### config.mk
export PLATFORM = sky130hd
export DESIGN_NAME = can_bit_timing_search_unit
export DESIGN_NICKNAME = d
export VERILOG_FILES = /design/src/rtl/bts_pkg.sv /design/src/rtl/can_bit_timing_search_unit.sv /design/src/rtl/bts_divider.sv
export SDC_FILE = /design/constraint.sdc
export NUM_CORES = 1
export LEC_CHECK = 0
export BUFFER_PORTS_ARGS = -buffer_cell sky130_fd_sc_hd__clkbuf_2
export CAP_MARGIN = 20
export CORE_MARGIN = 1
export CORE_UTILIZATION = 62
export CTS_CLUSTER_DIAMETER = 30
export DETAILED_ROUTE_END_ITERATION = 10
export PLACE_DENSITY = 0.82
export SLEW_MARGIN = 20
export SYNTH_ARGS = -nofsm -noshare
export SYNTH_HDL_FRONTEND = slang
export SYNTH_SLANG_ARGS = --single-unit
### constraint.sdc
create_clock -name clock -period 5.7 [get_ports clock]
set_clock_uncertainty 0.05 [all_clocks]
set_input_delay 1.14 -clock clock [delete_from_list [all_inputs] [get_ports clock]]
set_output_delay 1.14 -clock clock [all_outputs]
set_load 0.01 [all_outputs]
### src/rtl/bts_pkg.sv
// ----------------------------------------------------------------------------
// bts_pkg
// shared widths, codes and types of the can bit timing search unit
// ----------------------------------------------------------------------------
package bts_pkg;

   // field widths
   localparam int RATE_W     = 20;
   localparam int QUANTA_W   = 5;
   localparam int CLOCK_W    = 32;
   localparam int PERCENT_W  = 7;
   localparam int PRESC_W    = 20;
   localparam int JUMP_W     = 3;
   localparam int CSR_IDX_W  = 8;
   localparam int CSR_DATA_W = 32;

   // shared divider widths
   localparam int DIVIDEND_W = CLOCK_W;
   localparam int DIVISOR_W  = RATE_W + QUANTA_W;
   localparam int DIV_STEPS  = DIVIDEND_W;
   localparam int DIV_CNT_W  = $clog2(DIV_STEPS);

   // search range and limits
   localparam logic [QUANTA_W-1:0]   MAX_QUANTA     = QUANTA_W'(25);
   localparam logic [QUANTA_W-1:0]   MIN_QUANTA     = QUANTA_W'(8);
   localparam int                    FIT_SHIFT      = 5;
   localparam logic [DIVIDEND_W-1:0] PRESC_LIMIT    = DIVIDEND_W'(1024);
   localparam logic [QUANTA_W-1:0]   SJW_SEG2_LIMIT = QUANTA_W'(5);
   localparam logic [JUMP_W-1:0]     SJW_MAX        = JUMP_W'(4);

   // sample point divide by 100 as a reciprocal multiply, exact for q * percent
   // up to 25 * 127
   localparam int                    SP_PROD_W      = QUANTA_W + PERCENT_W;
   localparam int                    SP_RECIP_W     = 13;
   localparam logic [SP_RECIP_W-1:0] SP_RECIP       = SP_RECIP_W'(5243);
   localparam int                    SP_RECIP_SHIFT = 19;
   localparam int                    SP_SCALED_W    = SP_RECIP_SHIFT + QUANTA_W;

   // reset values of the registers
   localparam logic [CLOCK_W-1:0]   CLOCK_HZ_RESET = CLOCK_W'(42000000);
   localparam logic [PERCENT_W-1:0] PERCENT_RESET  = PERCENT_W'(87);

   // register indexes
   localparam logic [CSR_IDX_W-1:0] CSR_CLOCK_HZ     = CSR_IDX_W'(0);
   localparam logic [CSR_IDX_W-1:0] CSR_SAMPLE_POINT = CSR_IDX_W'(1);

   // result status codes
   typedef enum logic [1:0] {
      STATUS_OK        = 2'd0,
      STATUS_NO_FIT    = 2'd1,
      STATUS_ZERO_RATE = 2'd2,
      STATUS_PRESC_BIG = 2'd3
   } status_type;

   // sequencer states
   typedef enum logic [2:0] {
      ST_IDLE,
      ST_TRIAL,
      ST_DIV_WAIT,
      ST_TEST,
      ST_SP_WAIT,
      ST_RESULT
   } state_type;

   // divider command and response
   typedef struct packed {
      logic                  start;
      logic [DIVIDEND_W-1:0] dividend;
      logic [DIVISOR_W-1:0]  divisor;
   } div_cmd_type;

   typedef struct packed {
      logic                  done;
      logic [DIVIDEND_W-1:0] quotient;
      logic [DIVISOR_W-1:0]  remainder;
   } div_rsp_type;

endpackage

### src/rtl/can_bit_timing_search_unit.sv
// ----------------------------------------------------------------------------
// can_bit_timing_search_unit
// searches quanta per bit for a requested can bit rate and derives timing
// ----------------------------------------------------------------------------
//  channel | direction | handshake              | payload
//  req     | in        | req_valid / req_ready  | req_bit_rate
//  rsp     | out       | rsp_valid / rsp_ready  | status, prescaler, segments, rate
//  csr     | in        | csr_valid / csr_ready  | csr_index, csr_data
//
//  one item tries quanta counts from 25 down to 8 (1 to 18 counts), stopping at
//  the first that fits. each trial is a start state, the 32-step serial divider
//  and a test state. a zero rate skips the divider.
//  req_ready is high only while the sequencer is idle; a result waits in the
//  output register while the next beat is taken.
//  synchronous active-high reset; csr_ready is always high.
// ----------------------------------------------------------------------------
module can_bit_timing_search_unit (
   input  logic                              clock,
   input  logic                              reset,
   // request channel
   input  logic                              req_valid,
   output logic                              req_ready,
   input  logic [bts_pkg::RATE_W-1:0]        req_bit_rate,
   // result channel
   output logic                              rsp_valid,
   input  logic                              rsp_ready,
   output logic [1:0]                        rsp_status,
   output logic [bts_pkg::PRESC_W-1:0]       rsp_prescaler,
   output logic [bts_pkg::QUANTA_W-1:0]      rsp_quanta_per_bit,
   output logic [bts_pkg::QUANTA_W-1:0]      rsp_sample_quanta,
   output logic [bts_pkg::QUANTA_W-1:0]      rsp_segment_one,
   output logic [bts_pkg::QUANTA_W-1:0]      rsp_segment_two,
   output logic [bts_pkg::JUMP_W-1:0]        rsp_jump_width,
   output logic                              rsp_segments_in_range,
   output logic [bts_pkg::RATE_W-1:0]        rsp_real_rate,
   // register write channel
   input  logic                              csr_valid,
   output logic                              csr_ready,
   input  logic [bts_pkg::CSR_IDX_W-1:0]     csr_index,
   input  logic [bts_pkg::CSR_DATA_W-1:0]    csr_data
);

   bts_pkg::state_type                 state_ff, state_in;
   bts_pkg::status_type                status_ff, status_in;
   logic [bts_pkg::CLOCK_W-1:0]        clock_hz_ff;
   logic [bts_pkg::PERCENT_W-1:0]      percent_ff;
   logic [bts_pkg::RATE_W-1:0]         rate_ff, rate_in;
   logic [bts_pkg::QUANTA_W-1:0]       q_ff, q_in;
   logic [bts_pkg::DIVISOR_W-1:0]      fq_ff, fq_in;
   logic [bts_pkg::PRESC_W-1:0]        presc_ff, presc_in;
   logic [bts_pkg::SP_PROD_W-1:0]      sp_prod_ff, sp_prod_in;
   logic [bts_pkg::QUANTA_W-1:0]       sp_raw_ff, sp_raw_in;

   bts_pkg::div_cmd_type               div_cmd;
   bts_pkg::div_rsp_type               div_rsp;

   logic                               req_beat;
   logic                               out_free;
   logic                               rate_zero;
   logic                               fit;
   logic                               last_q;
   logic [bts_pkg::DIVISOR_W-1:0]      fq_prod;
   logic [bts_pkg::SP_PROD_W-1:0]      sp_prod;
   logic [bts_pkg::SP_SCALED_W-1:0]    sp_scaled;

   // result fields
   logic [bts_pkg::QUANTA_W-1:0]       sp, seg1, seg2;
   logic [bts_pkg::JUMP_W-1:0]         sjw;
   logic                               in_range;
   logic [bts_pkg::RATE_W-1:0]         real_rate;
   logic                               found;

   // output register
   logic                               rsp_valid_ff, rsp_valid_in;
   logic [1:0]                         status_out_ff;
   logic [bts_pkg::PRESC_W-1:0]        presc_out_ff;
   logic [bts_pkg::QUANTA_W-1:0]       q_out_ff, sp_out_ff, seg1_out_ff, seg2_out_ff;
   logic [bts_pkg::JUMP_W-1:0]         sjw_out_ff;
   logic                               range_out_ff;
   logic [bts_pkg::RATE_W-1:0]         real_out_ff;
   logic                               load_out;

   // shared divider
   bts_divider u_divider (
      .clock (clock),
      .reset (reset),
      .cmd   (div_cmd),
      .rsp   (div_rsp)
   );

   // register writes
   assign csr_ready = 1'b1;

   always_ff @(posedge clock) begin
      if (reset) begin
         clock_hz_ff <= bts_pkg::CLOCK_HZ_RESET;
         percent_ff  <= bts_pkg::PERCENT_RESET;
      end else if (csr_valid) begin
         if (csr_index == bts_pkg::CSR_CLOCK_HZ)
            clock_hz_ff <= csr_data[bts_pkg::CLOCK_W-1:0];
         else if (csr_index == bts_pkg::CSR_SAMPLE_POINT)
            percent_ff <= csr_data[bts_pkg::PERCENT_W-1:0];
      end
   end

   // trial products and fit test
   always_comb begin
      req_beat  = req_valid && req_ready;
      out_free  = !rsp_valid_ff || rsp_ready;
      rate_zero = rate_ff == '0;
      fq_prod   = bts_pkg::DIVISOR_W'(rate_ff) * bts_pkg::DIVISOR_W'(q_ff);
      sp_prod   = bts_pkg::SP_PROD_W'(q_ff) * bts_pkg::SP_PROD_W'(percent_ff);
      sp_scaled = bts_pkg::SP_SCALED_W'(sp_prod_ff) * bts_pkg::SP_SCALED_W'(bts_pkg::SP_RECIP);
      fit       = div_rsp.remainder < (fq_ff >> bts_pkg::FIT_SHIFT);
      last_q    = q_ff == bts_pkg::MIN_QUANTA;
   end

   // next state
   always_comb begin
      state_in = state_ff;
      case (state_ff)
         bts_pkg::ST_IDLE:
            if (req_beat) state_in = bts_pkg::ST_TRIAL;
         bts_pkg::ST_TRIAL:
            state_in = rate_zero ? bts_pkg::ST_RESULT : bts_pkg::ST_DIV_WAIT;
         bts_pkg::ST_DIV_WAIT:
            if (div_rsp.done) state_in = bts_pkg::ST_TEST;
         bts_pkg::ST_TEST:
            if (fit) state_in = bts_pkg::ST_SP_WAIT;
            else if (last_q) state_in = bts_pkg::ST_RESULT;
            else state_in = bts_pkg::ST_TRIAL;
         bts_pkg::ST_SP_WAIT:
            state_in = bts_pkg::ST_RESULT;
         bts_pkg::ST_RESULT:
            if (out_free) state_in = bts_pkg::ST_IDLE;
         default:
            state_in = bts_pkg::ST_IDLE;
      endcase
   end

   // sequencer outputs and working registers
   always_comb begin
      req_ready        = 1'b0;
      load_out         = 1'b0;
      div_cmd.start    = 1'b0;
      div_cmd.dividend = clock_hz_ff;
      div_cmd.divisor  = fq_prod;
      rate_in          = rate_ff;
      q_in             = q_ff;
      fq_in            = fq_ff;
      presc_in         = presc_ff;
      status_in        = status_ff;
      sp_prod_in       = sp_prod_ff;
      sp_raw_in        = sp_raw_ff;
      case (state_ff)
         bts_pkg::ST_IDLE: begin
            req_ready = 1'b1;
            rate_in   = req_bit_rate;
            q_in      = bts_pkg::MAX_QUANTA;
            status_in = bts_pkg::STATUS_OK;
         end
         bts_pkg::ST_TRIAL: begin
            fq_in = fq_prod;
            if (rate_zero) status_in = bts_pkg::STATUS_ZERO_RATE;
            else div_cmd.start = 1'b1;
         end
         bts_pkg::ST_TEST: begin
            if (fit) begin
               sp_prod_in = sp_prod;
               presc_in = (|div_rsp.quotient[bts_pkg::DIVIDEND_W-1:bts_pkg::PRESC_W])
                        ? '1 : div_rsp.quotient[bts_pkg::PRESC_W-1:0];
               status_in = (div_rsp.quotient > bts_pkg::PRESC_LIMIT)
                         ? bts_pkg::STATUS_PRESC_BIG : bts_pkg::STATUS_OK;
            end else if (last_q) begin
               status_in = bts_pkg::STATUS_NO_FIT;
            end else begin
               q_in = q_ff - 1'b1;
            end
         end
         // sample point in quanta, q * percent over 100
         bts_pkg::ST_SP_WAIT:
            sp_raw_in = sp_scaled[bts_pkg::SP_RECIP_SHIFT +: bts_pkg::QUANTA_W];
         bts_pkg::ST_RESULT:
            load_out = out_free;
         default: ;
      endcase
   end

   // sequencer registers
   always_ff @(posedge clock) begin
      if (reset) state_ff <= bts_pkg::ST_IDLE;
      else state_ff <= state_in;
   end

   always_ff @(posedge clock) begin
      rate_ff    <= rate_in;
      q_ff       <= q_in;
      fq_ff      <= fq_in;
      presc_ff   <= presc_in;
      status_ff  <= status_in;
      sp_prod_ff <= sp_prod_in;
      sp_raw_ff  <= sp_raw_in;
   end

   // segment split from the sample point quotient
   always_comb begin
      found    = status_ff == bts_pkg::STATUS_OK || status_ff == bts_pkg::STATUS_PRESC_BIG;
      sp       = (sp_raw_ff > q_ff) ? q_ff : sp_raw_ff;
      seg2     = q_ff - sp;
      seg1     = (sp == '0) ? '0 : sp - 1'b1;
      if (seg2 > bts_pkg::SJW_SEG2_LIMIT) sjw = bts_pkg::SJW_MAX;
      else if (seg2 == '0) sjw = '0;
      else sjw = seg2[bts_pkg::JUMP_W-1:0] - 1'b1;
      in_range = (seg1 inside {[1:16]}) && (seg2 inside {[1:8]}) && (sjw inside {[1:4]});
      // quantum frequency over q quanta is the requested rate itself
      real_rate = (seg1 != '0 && seg2 != '0) ? rate_ff : '0;
   end

   // output register
   always_comb begin
      rsp_valid_in = rsp_valid_ff;
      if (load_out) rsp_valid_in = 1'b1;
      else if (rsp_ready) rsp_valid_in = 1'b0;
   end

   always_ff @(posedge clock) begin
      if (reset) rsp_valid_ff <= 1'b0;
      else rsp_valid_ff <= rsp_valid_in;
   end

   always_ff @(posedge clock) begin
      if (load_out) begin
         status_out_ff <= status_ff;
         presc_out_ff  <= found ? presc_ff : '0;
         q_out_ff      <= found ? q_ff : '0;
         sp_out_ff     <= found ? sp : '0;
         seg1_out_ff   <= found ? seg1 : '0;
         seg2_out_ff   <= found ? seg2 : '0;
         sjw_out_ff    <= found ? sjw : '0;
         range_out_ff  <= found && in_range;
         real_out_ff   <= found ? real_rate : '0;
      end
   end

   assign rsp_valid             = rsp_valid_ff;
   assign rsp_status            = status_out_ff;
   assign rsp_prescaler         = presc_out_ff;
   assign rsp_quanta_per_bit    = q_out_ff;
   assign rsp_sample_quanta     = sp_out_ff;
   assign rsp_segment_one       = seg1_out_ff;
   assign rsp_segment_two       = seg2_out_ff;
   assign rsp_jump_width        = sjw_out_ff;
   assign rsp_segments_in_range = range_out_ff;
   assign rsp_real_rate         = real_out_ff;

endmodule

### src/rtl/bts_divider.sv
// ----------------------------------------------------------------------------
// bts_divider
// restoring serial divider, one quotient bit per cycle, shared by all trials
// ----------------------------------------------------------------------------
module bts_divider (
   input  logic                 clock,
   input  logic                 reset,
   input  bts_pkg::div_cmd_type cmd,
   output bts_pkg::div_rsp_type rsp
);

   logic                              busy_ff, busy_in;
   logic                              done_ff, done_in;
   logic [bts_pkg::DIV_CNT_W-1:0]     cnt_ff, cnt_in;
   logic [bts_pkg::DIVISOR_W-1:0]     rem_ff, rem_in;
   logic [bts_pkg::DIVIDEND_W-1:0]    quo_ff, quo_in;
   logic [bts_pkg::DIVISOR_W-1:0]     div_ff, div_in;
   logic [bts_pkg::DIVISOR_W:0]       trial;
   logic [bts_pkg::DIVISOR_W:0]       diff;
   logic                              fits;

   // trial subtract of the shifted partial remainder
   always_comb begin
      trial = {rem_ff, quo_ff[bts_pkg::DIVIDEND_W-1]};
      fits  = trial >= {1'b0, div_ff};
      diff  = trial - {1'b0, div_ff};
   end

   // next values
   always_comb begin
      busy_in = busy_ff;
      done_in = 1'b0;
      cnt_in  = cnt_ff;
      rem_in  = rem_ff;
      quo_in  = quo_ff;
      div_in  = div_ff;
      if (cmd.start) begin
         busy_in = 1'b1;
         cnt_in  = '0;
         rem_in  = '0;
         quo_in  = cmd.dividend;
         div_in  = cmd.divisor;
      end else if (busy_ff) begin
         rem_in = fits ? diff[bts_pkg::DIVISOR_W-1:0] : trial[bts_pkg::DIVISOR_W-1:0];
         quo_in = {quo_ff[bts_pkg::DIVIDEND_W-2:0], fits};
         cnt_in = cnt_ff + 1'b1;
         if (cnt_ff == bts_pkg::DIV_CNT_W'(bts_pkg::DIV_STEPS - 1)) begin
            busy_in = 1'b0;
            done_in = 1'b1;
         end
      end
   end

   // control registers
   always_ff @(posedge clock) begin
      if (reset) begin
         busy_ff <= 1'b0;
         done_ff <= 1'b0;
         cnt_ff  <= '0;
      end else begin
         busy_ff <= busy_in;
         done_ff <= done_in;
         cnt_ff  <= cnt_in;
      end
   end

   // datapath registers
   always_ff @(posedge clock) begin
      rem_ff <= rem_in;
      quo_ff <= quo_in;
      div_ff <= div_in;
   end

   assign rsp.done      = done_ff;
   assign rsp.quotient  = quo_ff;
   assign rsp.remainder = rem_ff;

endmodule

==> results.md <==
* Status: finished, final reports clean
* Routed wire length at 43.6 mm
* Fin util at 0.732
* Pint at about 8.4 mW
* Crit. Startpoint: q_ff[2]
* Layout area overhead at 15.7%
* Slowest CP cell: edfxtp_1
* Inserted Diodes at 0
* Number of distinct library cells after synthesis at between 70 and 80
* Synth Register Bits at 282
* Worst hold path type: flop to flop
* Post-CTS Hold Fix Bufs at 0
* Setup bufs post-CTS at 0
* Final slew viol count at 0
* Vias at 14,421
* CP Data Required Time at 6.08 ns
* CTS Root Buffer Type: clkbuf_16
* Post-route ant nets at 0
* Critical setup path kind: flop to flop
* First-pass GRT wire length at 70.7 mm
* Cell count after placement at between 2,000 and 2,500
* Gr usage total at 0.280
* Initial Util at 0.633
* Crit. End Element: flop
* Power, Total at between 10 and 15 mW
* Post-synthesis sequential area ratio at 0.398
* Combinational share of power at 0.510
* Pleak at 10.2 nW
* Worst-Margin Slew at 1.10 ns
* Synth warn at 0
* Layout Cells excl Fill at 2,507
* CTS tree: built
* DRC Markers at 0
* Clk network pwr share at 0.242
* CTS H-Tree Depth at 2
* Routability cong. at 0.953
* Final #Nets at 2,438
* Clk buf depth at 3
* # resized after CTS at 0
* Mapped Nets at 2,298
* Commonest non-fill, non-tap cell in the layout: nand2_1
* Core footprint at 30,700 um^2
* Slowest stage delay, CP at 0.88 ns
* CP Data Arrival Time at around 5.7 ns
* Psw at 5.75 mW
* Synth Flop Type: edfxtp_1
* Pwr dens at 628 nW/um^2
* Later-pin clock latency in the skew report at ~0.57 ns
* FMAX at approximately 190 MHz
* Critical path peak fanout at 20
* DRT iter0 DRCs at ~1,000
* I/O pins at 134
* Largest net degree at the start of global routing at 67
* Worst vdd ir at 572 uV
* I/O Buffers at 132
* Row count at 64
* Drt via density at 5.75
* Die ar. at around 32,000 um^2
* Max-cap viol count at 0
* Most used cell, CP: inv_1
* Total negative slack at 0 ns
* Die Ht at 179 um
* Min Clock Period, post-route at 5.28 ns
* RSZ-0062 raised after global routing: no
* Share of layout cells above drive strength 1 at 0.140
* Synth Cell Area at 19,400 um^2
* CP top delay family: adder cells
* Total CTS buffers at 55
* Vias in the first global route at 14,649
* Post-DP HPWL at 31.8 mm
* Max_slew headroom at 0.264
* Cell Chain, Critical Path: inv_1, ha_1, and4_1, nand2_1, o21ai_1, nor2_1, mux2i_1, inv_1, fa_1, ha_1, inv_1, o211ai_1, a21oi_1, a311oi_1, mux2_2, nand2_1, or3_1, mux2i_1
* Worst path bufs/invs at 3
* Highest-count cells in the layout ignoring fill and taps: 302 x nand2_1, 219 x inv_1, 207 x edfxtp_1
* Crit start category: flop
* Register share of total power at 0.248
* Synthesized instance count at 1,924
* Worst hold path startpoint: clock_hz_ff[20]
* Overflow after GRT at 0
* EDFF count, synth at 207
* DR WL/cell at 17.4 um
* Final setup viols at 0
* Worst r2r src: q_ff[2]
* Synth async-reset ratio at 0
* Syn Area/Cell at ~10 um^2
* Initial antenna violation count at 0
* Die width at between 150 and 200 um
* Part of the cycle the worst path needs at 0.927
* Clk pin slew, worst setup/hold paths at 0.05 ns
* Switching part of the total at 0.408
* Pre-Repair DR Iteration Count at 5
* Hold Vio Cnt, Final at 0
* Clock Sinks at 282
logic make-up after synthesis:
| kind of cell | share of synthesized area |
|---|---|
| muxes | 0.0152 |
| other | 0.000193 |
| and+or+nand+nor | 0.158 |
| AOI/OAI and AO/OA | 0.0968 |
| DFF | 0.398 |
| adders and majority gates | 0.244 |
| xor gates and xnor gates | 0.0298 |
| buffers and inverters | 0.0588 |
worst paths after layout:
check             depth (start not counted)  slack [ns]                    end
setup / recovery                         18        0.42  rsp_segments_in_range
setup reg to reg                         18        0.42  rsp_segments_in_range
hold / removal                            2        0.41        clock_hz_ff[20]
hold reg to reg                           2        0.41        clock_hz_ff[20]
power groups by stage:
| stage | Sequential, mW | Combinational (mW) | Clock [mW] |
|---|---|---|---|
| 2_1_floorplan | 3.40 | 5.53 | 0 |
| 3_3_place_gp | 3.51 | 6.71 | 0 |
| 3_5_place_dp | 3.53 | 6.99 | 0 |
| 4_1_cts | 3.49 | 7.14 | 3.45 |
| 5_1_grt | 3.54 | 8.04 | 3.55 |
| 6_report | 3.50 | 7.19 | 3.41 |
synthesized netlist by cell type, types with 5 or more instances:
cell type | n | area (um^2)
a211oi_1 | 14 | 105
o21ai_1 | 9 | 45.0
and2_1 | 88 | 551
a211o_1 | 7 | 61.3
inv_1 | 220 | 826
o21a_1 | 7 | 52.6
xnor2_1 | 44 | 385
or3_1 | 5 | 31.3
nor2b_1 | 5 | 31.3
nor4_1 | 23 | 144
o21ai_0 | 53 | 265
a21o_1 | 31 | 233
nand3_1 | 22 | 110
edfxtp_1 | 207 | 6220
ha_1 | 193 | 2410
nand4_1 | 14 | 87.6
nand2_1 | 303 | 1140
and3_1 | 11 | 68.8
fa_1 | 116 | 2320
nand3b_1 | 12 | 90.1
a21oi_1 | 111 | 556
xor2_1 | 22 | 193
nand2b_1 | 13 | 81.3
a31oi_1 | 5 | 31.3
mux2i_1 | 26 | 260
dfxtp_1 | 75 | 1500
clkbuf_1 | 57 | 214
buf_2 | 5 | 25.0
nor2_1 | 99 | 372
or2_2 | 23 | 144
nor3_1 | 25 | 125
o211ai_1 | 6 | 45.0
o21bai_1 | 12 | 90.1
worst register-to-register path, delay by kind of cell, from the launching register on:
kind | cells | cell delay, ns
AO/OA/AOI/OAI | 4 | 0.61
buffers and inverters | 3 | 0.38
multiplexers | 3 | 0.85
adder cells (fa/ha/maj) | 3 | 1.33
AND/OR/NAND/NOR | 5 | 1.04
flip-flops | 1 | 0.88
state kept, by name, indices dropped and copies added, names as in the netlist, 7 cells and up:
name / flops
clock_hz_ff: 32
u_divider.quo_ff: 32
u_divider.div_ff: 25
u_divider.rem_ff: 25
fq_ff: 20
presc_ff: 20
rate_ff: 20
rsp_prescaler: 20
rsp_real_rate: 20
sp_prod_ff: 12
percent_ff: 7
area by class of cell:
cell class | count | area [um^2]
clock inverters | 47 | 622
inverters | 222 | 833
repair buffers | 152 | 811
flip-flops and latches | 282 | 7720
well taps | 396 | 495
clock buffers | 57 | 1380
fillers | 2068 | 8210
multi-input cells | 1351 | 10600
metal layers:
metal	global-route usage	wire, um	vias to the layer above	part of all wire
met4	0.102	1310	0	0.030
met3	0.0511	2970	113	0.068
met1	0.332	17300	6923	0.40
met5	0	0	-	0
li1	-	-	6829	-
met2	0.503	22000	556	0.50
stage by stage:
step	hold WS, ns	setup slack [ns]	cell area [um^2]
after detailed placement	0.398	0.451	20400
after global placement	0.392	0.757	20400
after floorplan	0.387	0.904	19400
after global routing	0.433	0.197	22500
after CTS	0.405	0.427	22500
final	0.406	0.418	22500
No activity file was read; power rests on OpenSTA's default activity.
